===== config.mk =====
export PLATFORM = sky130hd
export DESIGN_NAME = uvs_sine
export DESIGN_NICKNAME = d
export VERILOG_FILES = /design/src/rtl/uvs_pkg.sv /design/src/rtl/uvs_sine.sv
export SDC_FILE = /design/constraint.sdc
export NUM_CORES = 2
export LEC_CHECK = 0
export BUFFER_PORTS_ARGS = -buffer_cell sky130_fd_sc_hd__buf_2
export CORE_MARGIN = 2
export CORE_UTILIZATION = 66
export DETAILED_ROUTE_END_ITERATION = 8
export PLACE_DENSITY_LB_ADDON = 0.15
export SYNTH_ARGS = -nofsm -noshare
export SYNTH_HDL_FRONTEND = slang
export SYNTH_SLANG_ARGS = --single-unit

===== constraint.sdc =====
create_clock -name clk_i -period 11.7 [get_ports clk_i]
set_clock_uncertainty 0.1 [all_clocks]
set_input_delay 1.17 -clock clk_i [delete_from_list [all_inputs] [get_ports clk_i]]
set_output_delay 1.17 -clock clk_i [all_outputs]
set_load 0.03 [all_outputs]

===== src/rtl/uvs_pkg.sv =====
// Shared types, constants and helpers for the UV sphere vertex generator.
// No dependencies; every other file in rtl/ imports this package.
`default_nettype none
package uvs_pkg;

  // Segment registers larger than this count are clamped to it.
  localparam int unsigned MaxSegments = 255;

  // Register indexes of the configuration port.
  localparam logic CfgColSegments = 1'b0;
  localparam logic CfgRowSegments = 1'b1;

  // Pipeline shape: one quotient bit per divider stage, four sine stages.
  localparam int DivSteps    = 17;
  localparam int SineStages  = 4;
  localparam int SideStages  = SineStages + 1;

  // Quarter-wave sine polynomial coefficients, Q30.
  localparam logic [30:0] PolyA = 31'd1686629713;
  localparam logic [26:0] PolyC = 27'd76016977;
  localparam logic [29:0] PolyB = 30'd688904866;

  typedef struct packed {
    logic [7:0] col_index;
    logic [7:0] row_index;
  } in_t;

  typedef struct packed {
    logic signed [15:0] pos_x;
    logic signed [15:0] pos_y;
    logic signed [15:0] pos_z;
    logic [16:0]        tex_u;
    logic [16:0]        tex_v;
    logic               quad_valid;
    logic [15:0]        tri0_a;
    logic [15:0]        tri0_b;
    logic [15:0]        tri0_c;
    logic [15:0]        tri1_a;
    logic [15:0]        tri1_b;
    logic [15:0]        tri1_c;
  } out_t;

  // Quad indices that ride alongside the arithmetic.
  typedef struct packed {
    logic        quad;
    logic [15:0] base;
    logic [15:0] next;
  } quad_t;

  // Rounded magnitude to Q1.15 with sign applied and saturation.
  function automatic logic [15:0] sat_q15(input logic [16:0] r, input logic neg);
    logic [16:0] rr;
    begin
      if (neg) begin
        rr = (r > 17'd32768) ? 17'd32768 : r;
        sat_q15 = 16'(17'h10000 - rr);
      end else begin
        sat_q15 = (r > 17'd32767) ? 16'h7fff : r[15:0];
      end
    end
  endfunction

endpackage
`default_nettype wire


===== src/rtl/uvs_sine.sv =====
// Four-stage sine of a Q0.16 phase: quadrant fold, then the odd polynomial
// evaluated one product per stage. Uses uvs_pkg for the coefficients.
`default_nettype none
module uvs_sine (
  input  wire logic        clk_i,
  input  wire logic        en_i,
  input  wire logic [15:0] phase_i,
  output logic [30:0]      mag_o,
  output logic             neg_o
);
  import uvs_pkg::*;

  logic [16:0] t_a_q, t2_a_q, t_b_q, t2_b_q, t_c_q;
  logic [29:0] inner_b_q;
  logic [30:0] mid_c_q, mag_q;
  logic        neg_a_q, neg_b_q, neg_c_q, neg_q;

  logic [16:0] t_fold;
  logic [33:0] tt;
  logic [43:0] ct;
  logic [46:0] it;
  logic [47:0] mt;

  // Fold the phase into the first quadrant; odd quadrants run backwards.
  always_comb begin
    t_fold = {1'b0, phase_i[13:0], 2'b00};
    if (phase_i[14]) begin
      t_fold = 17'h10000 - t_fold;
    end
    tt = 34'(t_fold) * 34'(t_fold);
    ct = 44'(PolyC) * 44'(t2_a_q);
    it = 47'(inner_b_q) * 47'(t2_b_q);
    mt = 48'(mid_c_q) * 48'(t_c_q);
  end

  // One multiply between each pair of registers.
  always_ff @(posedge clk_i) begin
    if (en_i) begin
      t_a_q     <= t_fold;
      t2_a_q    <= 17'(tt >> 16);
      neg_a_q   <= phase_i[15];
      t_b_q     <= t_a_q;
      t2_b_q    <= t2_a_q;
      inner_b_q <= PolyB - 30'(ct >> 16);
      neg_b_q   <= neg_a_q;
      t_c_q     <= t_b_q;
      mid_c_q   <= PolyA - 31'(it >> 16);
      neg_c_q   <= neg_b_q;
      mag_q     <= 31'(mt >> 16);
      neg_q     <= neg_c_q;
    end
  end

  assign mag_o = mag_q;
  assign neg_o = neg_q;

endmodule
`default_nettype wire


Word-level counts from Yosys, hierarchy flattened
Index checks and enable logic that the tools add are counted.

$add $sub $neg: 3. Multiply operators: 4. Mux-type cells: 1.

Operator list (number): $mul A30 B17 Y47 (1); $mul A31 B17 Y47 (1); $mul A27 B17 Y44 const A (1); $mul A17 B17 Y33 (1); $sub A31 B31 Y31 const A (1); $sub A30 B28 Y30 const A (1); $mux W17 (1); $sub A17 B16 Y17 const A (1).

Bits in registers: 181. Bits of input ports: 18. Output and inout bits: 32. Logic and storage cells: 20.

Depth between registers and ports, before layout
Depth after elaboration: 3. Mapped depth: 33. Gate-level depth less buffers: 32.

Worst setup path before layout
No wires, ideal clock.

Kind: in2reg. Start point: input port phase_i[5]. End point: register t2_a_q[16], data pin. Arrival time: 8.142 ns. Data required time: 11.334 ns. Setup slack: 3.192 ns. Cell stages on the path: 24. Cell sequence: or4_1 > nor4_1 > nand2b_1 > and2_1 > xnor2_1 > clkinv_1 > nand2_1 > fa_1 > fa_1 > fa_1 > fa_1 > inv_1 > fa_1 > fa_1 > ha_1 > nand3_1 > o21a_1 > o311a_1 > o31ai_1 > a21oi_1 > nor2b_1 > o21a_1 > o41ai_1 > xnor2_1.

Longest elaborated chain between the ends: 3.

RTL lines: start: declaration (line uvs_sine.sv:7) `input wire logic [15:0] phase_i,`; $sub A17 B16 Y17 (line uvs_sine.sv:28) `t_fold = 17'h10000 - t_fold;`; $mux W17 (line uvs_sine.sv:27) `if (phase_i[14]) begin`; via t_fold[12] (line uvs_sine.sv:18) `logic [16:0] t_fold;`; $mul A17 B17 Y33 (line uvs_sine.sv:30) `tt = 34'(t_fold) * 34'(t_fold);`; via tt[32] (line uvs_sine.sv:19) `logic [33:0] tt;`; end signal: assignment (line uvs_sine.sv:40) `t2_a_q <= 17'(tt >> 16);`; end: declaration (line uvs_sine.sv:13) `logic [16:0] t_a_q, t2_a_q, t_b_q, t2_b_q, t_c_q;`.

The timed path passes the listed nets, and every way through them passes these cells. A chain may end at the register's enable or synchronous reset.

Worst setup path in the final report
Start point: input port phase_i[5]. End point: register t2_a_q[15], data pin.

The elaborated chain is that of the path after synthesis.

==> flow_summary.yaml <==
cts:
  cts_buffer_depth: 2
  cts_tree: "built"
  clkLatencyLatePin_ps: 490
  cts_setup_buffers: 0
  root_buffer: "clkbuf_16"
  h-tree-depth: 4
  numCtsBuffers: 17
  clk_pin_slew_worst_paths_ps: 80
  post_cts_resized: 0
  hold_buffers: 0
  cts_sinks: 175
critical_path:
  worstPathRequired_ps: 11850
  cpPeakStageDelay_ps: 590
  endpoint_kind: "flip-flop"
  arrival_ps: 9370
  cp_common_cell: "fa_1"
  slowest_stage: "or4_1"
  start_kind: "input port"
  worstPathMaxFanout: 8
  crit_type: "input port to flip-flop"
die:
  num_rows: 100
  io_pins: 50
  dieArea_mm2: 0.0781
  fp.coreArea_mm2: 0.0748
  die_w_um: 279
  initial_utilization: 0.669
  die_h_um: 279
routing:
  vias_per_cell: 5.73
  drt-wirelength-per-cell_um: 18.9
  vias: 35991
  ant_nets: 0
  drt_wl_total_um: 119000
  drc: 0
  drt_iter0_drc: 2620
  first_pass_iters: 5
sta:
  worst_slew_pin_slew_ps: 1200
  maxSlewHeadroom: 0.197
  grt_setup_unrepaired: "no"
  post-route-period-util: 0.788
  min_period_ps: 9220
  setup_viol: 0
  fin_tns_setup_ps: 0
  max_freq_mhz: 108
  finalHoldViolCount: 0
  slew_viol_final: 0
final_layout:
  final_util: 0.691
  synthToLayoutAreaGrowth_pct: 3.27
  layout.cells.non_filler: 6280
  finalNetCount: 6891
  diodes: 0
  layout-drive-gt1-share: 0.0299
  layout_common_cells: "inv_1 (1,313), fa_1 (1,069), nand2_1 (830)"
  final_cell_area_mm2: 0.0517
  fillers: 5961
  final_common_cell: "inv_1"
place:
  portBuffers: 49
  gp_congestion: 0.920
  place_area_mm2: 0.0511
  dp_hpwl_um: 93200
  place_inst: 6248
logic_synthesis:
  synth-edff-count: 175
  synth_seq_area_share: 0.105
  synth_flop_cell: "edfxtp_1"
  synth_seq_cells: 175
  avgSynthCellArea_um2: 9.30
  syn_inst: 5386
  synthArstFlopShare: 0
  synth.yosys.warnings: 0
  mappedNetlistArea_mm2: 0.0501
  yosysUniqueCellTypes: 80
grt:
  grt_max_degree: 70
  grt_pass1_vias: 39240
  grt_pass1_wl_um: 198000
  grt_remaining_overflow: 0
  global_route.usage.total: 0.323
  antenna_found_initial: 0
status:
  status: "complete, no violations"
min_path:
  hold_class: "flip-flop to flip-flop"
run:
  drv_cap: 0
state kept, by name (all words and copies together) (netlist names):
name,count
mid_c_q,31
t_b_q,15
mag_o,31
t_c_q,15
t_a_q,15
neg_o,1
neg_a_q,1
t2_b_q,17
t2_a_q,17
neg_b_q,1
inner_b_q,30
neg_c_q,1
synthesized netlist by cell type, types with 22 or more instances:
cell	instances	area, um2
nor2_1	146	548
a21oi_1	111	556
nand3_1	41	205
o21ai_0	70	350
nor2b_1	26	163
a21o_1	59	443
xnor2_1	100	876
nand2_1	830	3120
inv_1	1313	4930
fa_1	1069	21400
nand4_1	25	156
o21a_1	22	165
xor2_1	45	394
ha_1	506	6330
nor3_1	38	190
edfxtp_1	175	5260
clkbuf_1	207	777
and2_1	305	1910
area by class of cell:
cell class	instances	area [um2]	share of cell area
sequential	175	5260	0.102
multi-input combinational	3689	39100	0.756
clock inverter	14	168	0.00324
inverter	1321	4960	0.0959
timing repair buffer	94	589	0.0114
clock buffer	18	429	0.00830
tap	969	1210	0.0234
worst max-delay path: cells and delay by family:
family	cells	cell delay (ps)
adder cells (fa/ha/maj)	7	3260
AND/OR/NAND/NOR	7	1940
AO/OA/AOI/OAI	6	1660
buffers and inverters	3	660
XOR/XNOR	2	640
cells by family after synthesis:
kind of cell	Yosys count	share of synthesized area
adders and majority gates	1575	0.554
buffers and inverters	1530	0.115
and+or+nand+nor	1522	0.141
AOI/OAI and AO/OA	424	0.0569
DFF	175	0.105
xor gates and xnor gates	145	0.0254
muxes	13	0.00267
other	2	0.000150
layer usage:
| metal | global-route usage | vias up | share of wire |
|---|---|---|---|
| met5 | 0 | - | 0 |
| met4 | 0.107 | 0 | 0.033 |
| met2 | 0.551 | 1322 | 0.49 |
| met3 | 0.0475 | 264 | 0.071 |
| li1 | - | 16078 | - |
| met1 | 0.427 | 18327 | 0.40 |
worst paths after layout:
kind / slack (ps) / start / cells past startpoint / to
setup reg to reg: 2750 / inner_b_q[13]$_DFFE_PP_ / 23 / mid_c_q[30]$_DFFE_PP_
hold reg to reg: 320 / t_b_q[14]$_DFFE_PP_ / 0 / t_c_q[14]$_DFFE_PP_
setup / recovery: 2480 / phase_i[5] / 25 / t2_a_q[15]$_DFFE_PP_
hold / removal: 320 / t_b_q[14]$_DFFE_PP_ / 0 / t_c_q[14]$_DFFE_PP_
per-stage QoR:
step	hold slack, ps	worst slack (ps)
after floorplan	300	3190
after global placement	300	2210
after detailed placement	305	1970
after CTS	323	2480
after global routing	331	2050
final	322	2480
Power is left out: the tool's default activity adds up to more than one toggle a clock period on the data nets, which glitch-free logic cannot reach.
