==> config.mk <==
export PLATFORM = sky130hd
export DESIGN_NAME = uvs_div
export DESIGN_NICKNAME = d
export VERILOG_FILES = /design/src/rtl/uvs_pkg.sv /design/src/rtl/uvs_div.sv
export SDC_FILE = /design/constraint.sdc
export NUM_CORES = 1
export LEC_CHECK = 0
export BUFFER_PORTS_ARGS = -buffer_cell sky130_fd_sc_hd__clkbuf_2
export CORE_UTILIZATION = 45
export CTS_BUF_LIST = sky130_fd_sc_hd__clkbuf_4
export CTS_CLUSTER_DIAMETER = 80
export DETAILED_ROUTE_END_ITERATION = 12
export PLACE_DENSITY = 0.65
export SLEW_MARGIN = 25
export SYNTH_ARGS = -nofsm -noshare
export SYNTH_HDL_FRONTEND = slang
export SYNTH_SLANG_ARGS = --single-unit
==> constraint.sdc <==
create_clock -name clk_i -period 5.37 [get_ports clk_i]
set_input_delay 1.074 -clock clk_i [delete_from_list [all_inputs] [get_ports clk_i]]
set_output_delay 1.074 -clock clk_i [all_outputs]
set_load 0.005 [all_outputs]
==> src/rtl/uvs_pkg.sv <==
// Shared types, constants and helpers for the UV sphere vertex generator.
// No dependencies; every other file in rtl/ imports this package.
`default_nettype none
package uvs_pkg;

  // Segment registers larger than this count are clamped to it.
  localparam int unsigned MaxSegments = 255;

  // Register indexes of the configuration port.
  localparam logic CfgColSegments = 1'b0;
  localparam logic CfgRowSegments = 1'b1;

  // Pipeline shape: one quotient bit per divider stage, four sine stages.
  localparam int DivSteps    = 17;
  localparam int SineStages  = 4;
  localparam int SideStages  = SineStages + 1;

  // Quarter-wave sine polynomial coefficients, Q30.
  localparam logic [30:0] PolyA = 31'd1686629713;
  localparam logic [26:0] PolyC = 27'd76016977;
  localparam logic [29:0] PolyB = 30'd688904866;

  typedef struct packed {
    logic [7:0] col_index;
    logic [7:0] row_index;
  } in_t;

  typedef struct packed {
    logic signed [15:0] pos_x;
    logic signed [15:0] pos_y;
    logic signed [15:0] pos_z;
    logic [16:0]        tex_u;
    logic [16:0]        tex_v;
    logic               quad_valid;
    logic [15:0]        tri0_a;
    logic [15:0]        tri0_b;
    logic [15:0]        tri0_c;
    logic [15:0]        tri1_a;
    logic [15:0]        tri1_b;
    logic [15:0]        tri1_c;
  } out_t;

  // Quad indices that ride alongside the arithmetic.
  typedef struct packed {
    logic        quad;
    logic [15:0] base;
    logic [15:0] next;
  } quad_t;

  // Rounded magnitude to Q1.15 with sign applied and saturation.
  function automatic logic [15:0] sat_q15(input logic [16:0] r, input logic neg);
    logic [16:0] rr;
    begin
      if (neg) begin
        rr = (r > 17'd32768) ? 17'd32768 : r;
        sat_q15 = 16'(17'h10000 - rr);
      end else begin
        sat_q15 = (r > 17'd32767) ? 16'h7fff : r[15:0];
      end
    end
  endfunction

endpackage
`default_nettype wire

==> src/rtl/uvs_div.sv <==
// Pipelined restoring divider: 24-bit dividend by 8-bit divisor, one quotient
// bit per stage. Uses uvs_pkg; the quotient must fit in DivSteps bits.
`default_nettype none
module uvs_div (
  input  wire logic        clk_i,
  input  wire logic        en_i,
  input  wire logic [23:0] num_i,
  input  wire logic [7:0]  den_i,
  output logic [16:0]      quo_o
);
  import uvs_pkg::*;

  logic [7:0]  rem_q [DivSteps];
  logic [23:0] num_q [DivSteps];
  logic [16:0] quo_q [DivSteps];
  logic [7:0]  den_q [DivSteps];

  for (genvar i = 0; i < DivSteps; i++) begin : g_step
    logic [7:0]  rin;
    logic [23:0] nin;
    logic [16:0] qin;
    logic [7:0]  din;
    logic [8:0]  r9;
    logic        ge;

    // Stage inputs: the top bits of the dividend seed the remainder.
    if (i == 0) begin : g_first
      assign rin = {1'b0, num_i[23:17]};
      assign nin = num_i;
      assign qin = '0;
      assign din = den_i;
    end else begin : g_next
      assign rin = rem_q[i-1];
      assign nin = num_q[i-1];
      assign qin = quo_q[i-1];
      assign din = den_q[i-1];
    end

    // Shift in one dividend bit and try a subtract.
    assign r9 = {rin, nin[DivSteps-1-i]};
    assign ge = (r9 >= {1'b0, din});

    always_ff @(posedge clk_i) begin
      if (en_i) begin
        rem_q[i] <= ge ? 8'(r9 - {1'b0, din}) : r9[7:0];
        num_q[i] <= nin;
        quo_q[i] <= {qin[15:0], ge};
        den_q[i] <= din;
      end
    end
  end

  assign quo_o = quo_q[DivSteps-1];

endmodule
`default_nettype wire

# After elaboration in Yosys (flattened, before gate mapping)
# Memories as Yosys holds them, arrays and structs flattened.
# Cells that the tools add are included.
# totals
regBits	0
latchBits	0
ram_bits	969
mem_bits_ro	0
inputBits	34
output_inout_bits	17
word_cells	57
memories	4
# op_classes
add_sub_neg	17
mul	0
div_mod_pow	0
n_lt_le_gt_ge	17
eq_ne	0
shifts	0
mux	19
bitwise_logic	0
n_reduce_logical	0
# memory_table
name	words	word_bits	rd	rd_clocked_by_memory_dff	write_ports	line_no	text
num_q	17	24	16	0	17	uvs_div.sv:14	logic [23:0] num_q [DivSteps];
quo_q	17	17	17	0	17	uvs_div.sv:15	logic [16:0] quo_q [DivSteps];
den_q	17	8	16	0	17	uvs_div.sv:16	logic [7:0] den_q [DivSteps];
rem_q	17	8	16	0	17	uvs_div.sv:13	logic [7:0] rem_q [DivSteps];
# ops
operator	n
$ge A9 B8 Y1	16
$mux W8	17
$sub A8 B8 Y8	17
$ge A8 B8 Y1	1
$mux W1	2

# Logic depth before layout (Yosys ltp)
# Gate-level depths: netlist of run 1.
# An unclocked memory read counts as a cell.
# logic_depth
word_depth	3
ltp_mapped	8
mapped_depth_nobuf	8

# Worst setup path before layout of run 1
# No wires, ideal clock.
# synth_path
path_type	in2reg
start	input port num_i[16]
end	memory rem_q[0][2], data pin
setup_ps	260
arrival_ps	2839
t_required_ps	5110
slack_ps	2271
cell_stages	8
n_path_buf	0
cell_sequence	inv_1 ha_1 fa_1 nand2b_1 a21oi_1 o2111ai_1 a21oi_4 mux2_2
# synth_rtl
item	line_no	text
start, declared	uvs_div.sv:7	input wire logic [23:0] num_i,
end, declared	uvs_div.sv:13	

==> impl_results.md, run 1 <==
- Run status: finished clean
- Final RePlAce weighted congestion: 0.831
- Root Driver: clkbuf_4
- Syn Inst Count: 1637
- Clk buf depth: 3
- Final nets: 2016
- Worst R2R Setup Slack: 2.60 ns
- Pleak: 10.4 nW
- Worst-Skew Late Latency: 0.93 ns
- CTS Hold Bufs: 0
- Critical Path AT: 3.44 ns
- Synth Register Bits: 545
- Top Usage Layer GRT: met2
- Sequential power share: 45.8%
- Residual DRC: 0
- Cell area after synthesis: 23900 µm²
- Grt total ovfl: 0
- FF-to-FF End: rem_q[0][95]
- H-tree depth: 4
- Placed Instances: 2369
- Post-layout util: 51.2%
- Async SR Flop Fraction: 0%
- Post-Route WL: 36700 µm
- Worst Hold Depth: 1
- DR iter-0 viols: 772
- Via density: 5.05
- Total die area: 54100 µm²
- Ys flop type: edfxtp_1
- IO Port Bufs: 50
- I/O Pins: 51
- Combinational share of power: 28.1%
- Crit-path max FO: 16
- CTS tree: done
- Global-route wire length before repair: 61100 µm
- Post-CTS sizing: 0
- Slew Viols, Final: 0
- Antenna violations before repair: 1
- CP endpoint kind: flop
- HP Class: in -> reg
- Post-Syn Nets: 1823
- Max frequency: 0.361 GHz
- Dpl hpwl: 23600 µm
- Min Tclk post-route: 2.77 ns
- # Post-CTS Setup Buffers: 0
- Drt wl/cell: 14.0 µm
- Die Height: 233 µm
- P_sw: 0.00400 W
- Detailed-route via count: 13193
- Antenna Nets Post-Route: 0
- CTS sink cnt: 545
- Clk pwr share: 26.1%
- Area delta synth->final: 12.3%
- Internal: 0.00912 W
- Number of flops mapped to enable cells by yosys: 545
- Overall global routing resource usage: 14.2%
- Largest net degree at the start of global routing: 119
- Vias in the first global route: 13373
- Worst-Margin Slew: 1.01 ns
- Met3 Usage GRT: 5.04%
- Setup TNS: 0 ns
- Post-synth cell types: 55
- Endpoint, Worst Hold: num_q[0][4]
- Peak supply drop: 177 µV
- Logic depth of the worst register-to-register path: 6
- DR pass1 iterations: 5
- P per Cell Area: 488 nW/µm²
- Setup clock skew after layout: 0.0498 ns
- Final Hold Viols: 0
- Clock slew at reported path FFs: 0.06 ns
- Synth Warn #: 0
- Startpoint types: flop
- Initial Utilization: 45.6%
- Reg-to-Reg Start: rem_q[0][85]
- Net Sw Frac: 30.5%
- Max_slew headroom: 32.7%
- Die Wd: 233 µm
- Critical Path RT: 6.04 ns
- Ratio of cells with drive above 1 in the final layout: 18.3%
- CP Class: reg -> reg
- Seq/Total Area, Yosys: 68.4%
- Syn Area/Cell: 14.6 µm²
- RSZ-0062 raised after global routing: false
- Routing usage on met1: 17.1%
- Met2 usage: 22.1%
- Total power of the final layout: 0.0131 W
- Post-route insts no fill: 2614
- Num CTS Buffers: 145
- Tcrit/Tclk final: 51.6%
- MaxCap Viol Count: 0
- Core area: 52600 µm²
- Setup violators final: 0
- Row cnt: 84
- Hold Path Origin: num_i[4]
## routing by layer
metal | up-vias | part of all wire (%)
met3 | 88 | 5.3
met5 | - | 0
met4 | 0 | 2.9
met1 | 6239 | 45
li1 | 6585 | -
met2 | 281 | 47
## how the worst max path moves through the flow
stage / start / endpoint / cells after the start
after floorplan: num_i[16] / rem_q[0][2] / 8
after global placement: num_i[16] / rem_q[0][2] / 9
after detailed placement: num_i[16] / rem_q[0][6] / 9
after CTS: rem_q[0][101] / rem_q[0][111] / 6
after global routing: den_q[0][22] / rem_q[0][31] / 7
final: rem_q[0][85] / rem_q[0][95] / 6
## critical path: stages, from the launching register on
cell	delay (ns)
edfxtp_1	0.40
ha_1	0.38
a21oi_1	0.20
o21ai_0	0.18
a221oi_2	0.86
inv_1	0.23
o22a_1	0.27
## layout make-up
class / count / area [µm²]
antenna: 2 / 5.00
sequential: 545 / 16400
tap: 688 / 861
fill: 4470 / 25700
inverter: 182 / 683
clock inverter: 37 / 224
clock buffer: 204 / 1530
multi-input combinational: 896 / 6820
timing repair buffer: 60 / 385
## state kept, by name, indices dropped and copies added, names as in the netlist
signal	count
den_q	128
quo_q	153
rem_q	128
num_q	136
## logic make-up after synthesis
logic type / share of synthesized area (%)
flops: 68.4
buf+inv: 3.13
fa+ha+maj: 8.45
mux: 2.00
xor+xnor: 1.79
simple gates: 6.19
compound gates: 10.1
## synth_stat cells, drive strengths merged (2+ instances only)
| library cell | number | area share [%] |
|---|---|---|
| edfxtp | 545 | 68 |
| inv | 182 | 2.9 |
| ha | 136 | 7.1 |
| o21ai | 130 | 2.7 |
| nand2 | 105 | 1.6 |
| a21oi | 82 | 1.8 |
| nor2 | 33 | 0.52 |
| mux2 | 30 | 1.4 |
| nand2b | 28 | 0.73 |
| o21a | 26 | 0.82 |
| xor2 | 25 | 0.91 |
| xnor2 | 24 | 0.88 |
| o31ai | 22 | 0.69 |
| and2 | 21 | 0.55 |
| nor2b | 20 | 0.52 |
| nor3 | 19 | 0.44 |
| a211oi | 17 | 0.55 |
| a21o | 17 | 0.53 |
| fa | 16 | 1.3 |
| nand3 | 15 | 0.31 |
| mux2i | 14 | 0.59 |
| a21boi | 12 | 0.38 |
| a221oi | 11 | 0.66 |
| and4 | 11 | 0.40 |
| or2 | 11 | 0.29 |
| a31o | 10 | 0.37 |
| buf | 10 | 0.21 |
| nand3b | 10 | 0.31 |
| o22a | 10 | 0.37 |
| nor4 | 6 | 0.16 |
| a41oi | 4 | 0.46 |
| clkbuf | 4 | 0.063 |
| o211ai | 4 | 0.13 |
| o31a | 4 | 0.15 |
| a311oi | 3 | 0.11 |
| o2111ai | 3 | 0.11 |
| or3 | 3 | 0.078 |
| or4 | 3 | 0.094 |
| a2111oi | 2 | 0.073 |
## through the flow
step,area [µm²],hold WS [ns],setup slack (ns)
2_1_floorplan,23900,0.400,2.27
3_3_place_gp,25100,0.400,2.03
3_5_place_dp,25100,0.405,2.01
4_1_cts,26900,0.125,2.64
5_1_grt,26900,0.154,2.46
6_report,26900,0.313,2.60
## cell usage in the layout (no fill, tap or decap), types with 25 or more instances in the layout
cell      netlist  layout
nand2b_1       28      28
clkbuf_4        0     206
nor2_1         33      33
o21a_1         26      26
o21ai_0       126     126
a21oi_1        80      80
edfxtp_1      545     545
mux2_2         30      30
xor2_1         25      25
nand2_1       105     105
inv_1         182     182
clkbuf_2        0      49
ha_1          136     136
## power groups by stage
| stage | Combinational (W) | Sequential [W] | Clock (W) |
|---|---|---|---|
| after detailed placement | 0.00365 | 0.00609 | 0 |
| after floorplan | 0.00290 | 0.00596 | 0 |
| after global placement | 0.00352 | 0.00607 | 0 |
| after global routing | 0.00415 | 0.00608 | 0.00382 |
| after CTS | 0.00368 | 0.00601 | 0.00361 |
| final | 0.00368 | 0.00601 | 0.00343 |
No activity file was read; power rests on OpenSTA's default activity.
==> inputs of run 2 (changes only) <==
--- a/config.mk
+++ b/config.mk
@@ -5,12 +5,13 @@
 export SDC_FILE = /design/constraint.sdc
 export NUM_CORES = 1
 export LEC_CHECK = 0
+export ABC_AREA = 1
 export BUFFER_PORTS_ARGS = -buffer_cell sky130_fd_sc_hd__clkbuf_2
 export CORE_UTILIZATION = 45
 export CTS_BUF_LIST = sky130_fd_sc_hd__clkbuf_4
 export CTS_CLUSTER_DIAMETER = 80
 export DETAILED_ROUTE_END_ITERATION = 12
-export PLACE_DENSITY = 0.65
+export PLACE_DENSITY = 0.68
 export SLEW_MARGIN = 25
 export SYNTH_ARGS = -nofsm -noshare
 export SYNTH_HDL_FRONTEND = slang
==> constraint.sdc (replaced) <==
create_clock -name clk_i -period 2.55 [get_ports clk_i]
set_input_delay 0.51 -clock clk_i [delete_from_list [all_inputs] [get_ports clk_i]]
set_output_delay 0.51 -clock clk_i [all_outputs]
set_load 0.005 [all_outputs]
==> impl_results.md, run 2 <==
- Run status: finished clean (unchanged)
- Largest cells by area after synthesis: edfxtp_1 (64%), nand2_1 (10%), ha_1 (6.6%) (was edfxtp_1 (68%), ha_1 (7.1%), inv_1 (2.9%))
- # Post-CTS Setup Buffers: 0 (unchanged)
- Max_slew headroom: 58.1% (was 32.7%)
- Total die area: 58000 µm² (was 54100 µm²)
- IO Port Bufs: 50 (unchanged)
- HP Class: in -> reg (unchanged)
- Internal: 0.0196 W (was 0.00912 W)
- Detailed-route via count: 16378 (was 13193)
- Grt total ovfl: 0 (unchanged)
- Worst R2R Setup Slack: 0.51 ns (was 2.60 ns)
- Num CTS Buffers: 147 (was 145)
- RSZ-0062 raised after global routing: false (unchanged)
- Via density: 4.77 (was 5.05)
- Ratio of cells with drive above 1 in the final layout: 13.0% (was 18.3%)
- Post-CTS sizing: 0 (unchanged)
- Critical path capture point: rem_q[0][63] (was rem_q[0][95])
- Post-synth cell types: 31 (was 55)
- Critical path origin: rem_q[0][51] (was rem_q[0][85])
- Worst-Skew Late Latency: 0.97 ns (was 0.93 ns)
- Largest area contributor in the netlist: edfxtp_1 (unchanged)
- Post-synthesis compound-gate area fraction: 1.38% (was 10.1%)
- Combinational share of power: 32.3% (was 28.1%)
- Setup violators final: 0 (unchanged)
- Setup TNS: 0 ns (unchanged)
- Biggest regs: quo_q x153, num_q x136 (unchanged)
- Worst Hold Depth: 2 (was 1)
- Post-synthesis xor/xnor area fraction: 1.64% (was 1.79%)
- Max frequency: 0.490 GHz (was 0.361 GHz)
- Clock slew at reported path FFs: 0.06 ns (about the same)
- CTS tree: done (unchanged)
- Proportion of netlist area held by the largest area contributor: 63.7% (was 68.4%)
- Largest net degree at the start of global routing: 63 (was 119)
- Clk pwr share: 24.8% (was 26.1%)
- Register area: 16400 µm² (unchanged)
- DR iter-0 viols: 927 (was 772)
- Antenna violations before repair: 2 (was 1)
- Most flop-heavy register: quo_q (unchanged)
- Final Hold Viols: 0 (unchanged)
- Crit path top cell by count: nand2_1
- FF-to-FF End: rem_q[0][63] (was rem_q[0][95])
- Vias in the first global route: 16547 (was 13373)
- Initial Utilization: 45.5% (was 45.6%)
- Core area: 56400 µm² (was 52600 µm²)
- Crit-path max FO: 9 (was 16)
- CTS sink cnt: 545 (unchanged)
- Worst-Margin Slew: 0.629 ns (was 1.01 ns)
- Min Tclk post-route: 2.04 ns (was 2.77 ns)
- Synth Area in Adders: 7.88% (was 8.45%)
- Die Height: 241 µm (was 233 µm)
- Row cnt: 87 (was 84)
- Simple-Gate Fraction of Synth Area: 19.3% (was 6.19%)
- Die Wd: 241 µm (was 233 µm)
- Dpl hpwl: 32200 µm (was 23600 µm)
- Ys flop type: edfxtp_1 (unchanged)
- P_sw: 0.0105 W (was 0.00400 W)
- Critical Path AT: 2.75 ns (was 3.44 ns)
- Multi-input gate area: 7740 µm² (was 6820 µm²)
- Synth Register Bits: 545 (unchanged)
- Multiplexer share of the synthesized area: 0% (was 2.00%)
- Syn Inst Count: 2333 (was 1637)
- Post-Syn Nets: 2519 (was 1823)
- Commonest non-fill, non-tap cell in the layout: nand2_1 (was edfxtp_1)
- Reg-to-Reg Start: rem_q[0][51] (was rem_q[0][85])
- Number of flops mapped to enable cells by yosys: 545 (unchanged)
- Net Sw Frac: 34.9% (was 30.5%)
- Global-route wire length before repair: 77000 µm (was 61100 µm)
- Post-Route WL: 45900 µm (was 36700 µm)
- I/O Pins: 51 (unchanged)
- Cell area after synthesis: 25700 µm² (was 23900 µm²)
- Setup clock skew after layout: 0.0449 ns (was 0.0498 ns)
- Area delta synth->final: 13.7% (was 12.3%)
- H-tree depth: 4 (unchanged)
- Crit-path slowest cell: edfxtp_1 (was a221oi_2)
- Logic depth of the worst register-to-register path: 9 (was 6)
- Startpoint types: flop (unchanged)
- Tcrit/Tclk final: 80.1% (was 51.6%)
- P per Cell Area: 1030 nW/µm² (was 488 nW/µm²)
- DR pass1 iterations: 8 (was 5)
- Commonest cells after routing, fill and taps aside: nand2_1 (696), edfxtp_1 (545), inv_1 (383), nand3_1 (232), clkbuf_4 (198) (was edfxtp_1 (545), clkbuf_4 (206), inv_1 (182), ha_1 (136), o21ai_0 (126))
- Largest register FFs: 153 (unchanged)
- Pleak: 13.2 nW (was 10.4 nW)
- CP Class: reg -> reg (unchanged)
- Antenna Nets Post-Route: 0 (unchanged)
- MaxCap Viol Count: 0 (unchanged)
- Seq/Total Area, Yosys: 63.7% (was 68.4%)
- Drt wl/cell: 13.4 µm (was 14.0 µm)
- Critical Path RT: 3.26 ns (was 6.04 ns)
- CP endpoint kind: flop (unchanged)
- Total power of the final layout: 0.0300 W (was 0.0131 W)
- Synth Warn #: 0 (unchanged)
- Final RePlAce weighted congestion: 0.847 (was 0.831)
- Overall global routing resource usage: 16.7% (was 14.2%)
- Synth cell count leaders: nand2_1 (696), edfxtp_1 (545), inv_1 (383) (was edfxtp_1 (545), inv_1 (182), ha_1 (136))
- Fill count: 5040 (was 4470)
- Top-count cell post-synth: nand2_1 (was edfxtp_1)
- Slew Viols, Final: 0 (unchanged)
- Final nets: 2759 (was 2016)
- Syn Area/Cell: 11.0 µm² (was 14.6 µm²)
- Clk buf depth: 3 (unchanged)
- Root Driver: clkbuf_4 (unchanged)
- CP cell instances: ha_1, nand2_1, inv_1, a21oi_1, nand2_1, nand2_2, nand2_4, nand2_1, nand2_1 (was ha_1, a21oi_1, o21ai_0, a221oi_2, inv_1, o22a_1)
- Sequential power share: 42.9% (was 45.8%)
- Worst path max stage delay: 0.43 ns (was 0.86 ns)
- Peak supply drop: 463 µV (was 177 µV)
- Main combinational cell family by area after synthesis: simple AND/OR/NAND/NOR gates (was compound AO/OA/AOI/OAI gates)
- Async SR Flop Fraction: 0% (unchanged)
- Residual DRC: 0 (unchanged)
[run 2: changes by cell type after synthesis, sizes merged, moves of 30 or more]
cell   previous run  this run
mux2             30         0
nor2             33       100
nand3            15       232
nand2           105       729
o21ai           130         4
inv             182       383
[run 2: per-stage QoR]
| stage | hold WS, ns | instances | instance area (µm²) | worst slack [ns] | utilization [%] |
|---|---|---|---|---|---|
| 5_1_grt | 0.186 | 3432 | 29200 | 0.351 | 51.8 |
| 2_1_floorplan | 0.400 | 2333 | 25700 | 0.618 | - |
| 3_5_place_dp | 0.405 | 3147 | 27000 | 0.271 | 48.0 |
| 3_3_place_gp | 0.400 | 3147 | 27000 | 0.334 | 48.0 |
| 6_report | 0.275 | 3434 | 29200 | 0.507 | 51.8 |
| 4_1_cts | 0.137 | 3429 | 29200 | 0.433 | 51.8 |
[run 2: power groups by stage]
stage / Combinational [W] / Sequential [W] / Clock, W
finish: 0.00969 / 0.0129 / 0.00746
floorplan: 0.00762 / 0.0127 / 0
CTS: 0.00970 / 0.0129 / 0.00782
global placement: 0.00947 / 0.0130 / 0
global route: 0.0112 / 0.0130 / 0.00826
detailed placement: 0.00961 / 0.0131 / 0
[run 2: routing by layer]
metal / track usage [%] / vias to the layer above / wire [µm]
met5: 0 / - / 0
met4: 8.75 / 0 / 1250
met3: 4.23 / 98 / 2140
met2: 28.2 / 355 / 22800
met1: 19.8 / 7580 / 19700
li1: - / 8345 / -
[run 2: worst min-delay path by stage]
stage	endpoint	start	slack, ns
after global placement	quo_q[6][5]	quo_q[5][4]	0.40
after global routing	num_q[0][14]	num_i[14]	0.19
after detailed placement	num_q[0][125]	num_q[0][101]	0.40
final	num_q[0][14]	num_i[14]	0.28
after floorplan	num_q[0][100]	num_q[0][76]	0.40
after CTS	num_q[0][15]	num_i[15]	0.14
[run 2: critical path: cells and delay by family, from the launching register on]
| kind | cells | cell delay [ns] |
|---|---|---|
| simple gates | 6 | 0.68 |
| flops | 1 | 0.43 |
| fa+ha+maj | 1 | 0.40 |
| compound gates | 1 | 0.20 |
| buf+inv | 1 | 0.06 |
[run 2: final cells by class]
type / count / area share (%)
flip-flops and latches: 545 / 56.1
clock buffers: 198 / 5.09
diodes: 5 / 0.0429
clock inverters: 51 / 1.13
well taps: 756 / 3.24
repair buffers: 106 / 3.00
inverters: 384 / 4.94
multi-input cells: 1389 / 26.5
[run 2: cells by family (layout without fill, tap and decap cells)]
family                     after synthesis  in the layout
xor gates and xnor gates                48             48
DFF                                    545            545
buffers and inverters                  399            739
adders and majority gates              152            152
AOI/OAI and AO/OA                       67             67
other                                    0              5
and+or+nand+nor                       1122           1122
[run 2: what timing repair did]
action | CTS | global route
hold buffers | 33 | 0
hold endpoints to repair | 73 | 0
setup endpoints to repair | 0 | 0
==> inputs of run 3 (changes only) <==
--- a/config.mk
+++ b/config.mk
@@ -11,7 +11,7 @@
 export CTS_BUF_LIST = sky130_fd_sc_hd__clkbuf_4
 export CTS_CLUSTER_DIAMETER = 80
 export DETAILED_ROUTE_END_ITERATION = 12
-export PLACE_DENSITY = 0.68
+export PLACE_DENSITY = 0.65
 export SLEW_MARGIN = 25
 export SYNTH_ARGS = -nofsm -noshare
 export SYNTH_HDL_FRONTEND = slang
==> constraint.sdc (replaced) <==
create_clock -name clk_i -period 2 [get_ports clk_i]
set_input_delay 0.4 -clock clk_i [delete_from_list [all_inputs] [get_ports clk_i]]
set_output_delay 0.4 -clock clk_i [all_outputs]
set_load 0.005 [all_outputs]
==> impl_results.md, run 3 (synthesized netlist as in run 2, its figures left out) <==
- Largest register FFs: 153 (unchanged)
- Total power of the final layout: 0.0395 W (was 0.0300 W)
- Run status: finished clean (unchanged)
- CP endpoint kind: flop (unchanged)
- Root Driver: clkbuf_4 (unchanged)
- CP Class: reg -> reg (unchanged)
- H-tree depth: 4 (unchanged)
- Cell family with most CP delay: simple AND/OR/NAND/NOR gates (unchanged)
- Via density: 4.77 (about the same)
- Grt total ovfl: 0 (unchanged)
- Pleak: 13.6 nW (was 13.2 nW)
- Setup TNS: 0 ns (unchanged)
- Initial Utilization: 45.5% (unchanged)
- Pre-CTS setup slack: -0.0103 ns (was 0.271 ns)
- Residual DRC: 0 (unchanged)
- Core area: 56400 µm² (unchanged)
- Overall global routing resource usage: 17.0% (was 16.7%)
- Final instance area: 30000 µm² (was 29200 µm²)
- Setup clock skew after layout: 0.0559 ns (was 0.0449 ns)
- Crit-path max FO: 5 (was 9)
- Total die area: 58000 µm² (unchanged)
- Antenna violations before repair: 2 (unchanged)
- Biggest regs: quo_q x153, num_q x136 (unchanged)
- Setup violators final: 0 (unchanged)
- I/O Pins: 51 (unchanged)
- Max_slew headroom: 67.7% (was 58.1%)
- Min Tclk post-route: 1.94 ns (was 2.04 ns)
- Worst Hold Depth: 2 (unchanged)
- Clock slew at reported path FFs: 0.06 ns (about the same)
- Worst R2R Setup Slack: 0.06 ns (was 0.51 ns)
- Levels on crit path: 9 (unchanged)
- Most flop-heavy register: quo_q (unchanged)
- Final Hold Viols: 0 (unchanged)
- MaxCap Viol Count: 0 (unchanged)
- Commonest cells after routing, fill and taps aside: nand2_1 (691), edfxtp_1 (545), inv_1 (382), nand3_1 (232), clkbuf_4 (210) (was nand2_1 (696), edfxtp_1 (545), inv_1 (383), nand3_1 (232), clkbuf_4 (198))
- CTS sink cnt: 545 (unchanged)
- Detailed-route via count: 16648 (was 16378)
- Logic depth of the worst register-to-register path: 9 (unchanged)
- Worst-Margin Slew: 0.485 ns (was 0.629 ns)
- P per Cell Area: 1320 nW/µm² (was 1030 nW/µm²)
- Final hold slack: 0.148 ns (was 0.275 ns)
- Tcrit/Tclk final: 97.2% (was 80.1%)
- Max frequency: 0.515 GHz (was 0.490 GHz)
- Area delta synth->final: 16.9% (was 13.7%)
- Dpl hpwl: 33600 µm (was 32200 µm)
- Critical Path AT: 2.62 ns (was 2.75 ns)
- DR iter-0 viols: 927 (unchanged)
- Vias in the first global route: 16729 (was 16547)
- Slew Viols, Final: 0 (unchanged)
- Placed cell area: 27500 µm² (was 27000 µm²)
- Startpoint types: flop (unchanged)
- Drt wl/cell: 13.7 µm (was 13.4 µm)
- Largest net degree at the start of global routing: 90 (was 63)
- Ratio of cells with drive above 1 in the final layout: 16.7% (was 13.0%)
- DR pass1 iterations: 5 (was 8)
- Row cnt: 87 (unchanged)
- HP Class: in -> reg (unchanged)
- Crit-path slowest cell: edfxtp_1 (unchanged)
- Die Wd: 241 µm (unchanged)
- IO Port Bufs: 50 (unchanged)
- CP cell instances: ha_1, nand2_1, nor2_1, nand2_1, nor2_1, nor2_4, buf_4, nand3_1, nand2_1 (was ha_1, nand2_1, inv_1, a21oi_1, nand2_1, nand2_2, nand2_4, nand2_1, nand2_1)
- Fill count: 5019 (was 5040)
- Antenna Nets Post-Route: 0 (unchanged)
- Final nets: 2821 (was 2759)
- Critical Path RT: 2.67 ns (was 3.26 ns)
- CTS tree: done (unchanged)
- Clk buf depth: 3 (unchanged)
- Fin worst setup slack: 0.0568 ns (was 0.507 ns)
- Worst path max stage delay: 0.41 ns (was 0.43 ns)
- Crit path top cell by count: nand2_1 (unchanged)
- Worst-Skew Late Latency: 0.96 ns (was 0.97 ns)
- Crit path buf inv count: 1 (unchanged)
- Global-route wire length before repair: 77700 µm (was 77000 µm)
- RSZ-0062 raised after global routing: true (was false)
- Die Height: 241 µm (unchanged)
- Peak supply drop: 598 µV (was 463 µV)
- Num CTS Buffers: 146 (was 147)
- Post-Route WL: 47800 µm (was 45900 µm)
- Final RePlAce weighted congestion: 0.850 (was 0.847)
- Commonest non-fill, non-tap cell in the layout: nand2_1 (unchanged)
run 3: where the power goes:
group | switching [W] | leakage, nW | internal (W)
Combinational | 0.00805 | 7.15 | 0.00534
Sequential | 0.00121 | 5.34 | 0.0153
Clock | 0.00429 | 1.08 | 0.00529
run 3: cell type report:
cell class              instances  area [µm²]  share of cell area, %
diodes                          3        7.51                 0.0250
clock buffers                 210        1580                   5.25
clock inverters                32         238                  0.792
inverters                     384        1440                   4.80
multi-input cells            1394        8090                   27.0
flip-flops and latches        545       16400                   54.5
well taps                     756         946                   3.15
repair buffers                164        1350                   4.49
run 3: final timing paths:
check | endpoint | startpoint
max | rem_q[0][97] | rem_q[0][92]
min reg2reg | num_q[0][48] | num_q[0][24]
min | num_q[0][10] | num_i[10]
max reg2reg | rem_q[0][97] | rem_q[0][92]
run 3: what timing repair did:
action | in CTS | in global routing
pin swaps | 0 | 7
gates resized for setup | 1 | 48
setup buffers | 0 | 8
hold buffers | 33 | 0
gates cloned | 0 | 5
endpoints found under the hold margin | 205 | 0
setup endpoints to repair | 2 | 110
run 3: worst reg2reg max path: stages (launching register included):
cell and delay, ns:
edfxtp_1 0.41, ha_1 0.39, nand2_1 0.11, nor2_1 0.13, nand2_1 0.07, nor2_1 0.19
nor2_4 0.10, buf_4 0.15, nand3_1 0.08, nand2_1 0.06
run 3: per-stage QoR:
| stage | utilization (%) | cells |
|---|---|---|
| finish | 53.2 | 3488 |
| global route | 53.2 | 3488 |
| CTS | 52.5 | 3472 |
| detailed placement | 48.7 | 3197 |
| global placement | 48.7 | 3197 |
| floorplan | - | 2333 |
run 3: per-layer routing:
| layer | vias to the layer above | track usage (%) | part of all wire [%] |
|---|---|---|---|
| li1 | 8475 | - | - |
| met4 | 0 | 8.40 | 2.6 |
| met2 | 320 | 29.0 | 49 |
| met1 | 7748 | 19.9 | 43 |
| met3 | 105 | 4.46 | 4.4 |
| met5 | - | 0 | 0 |
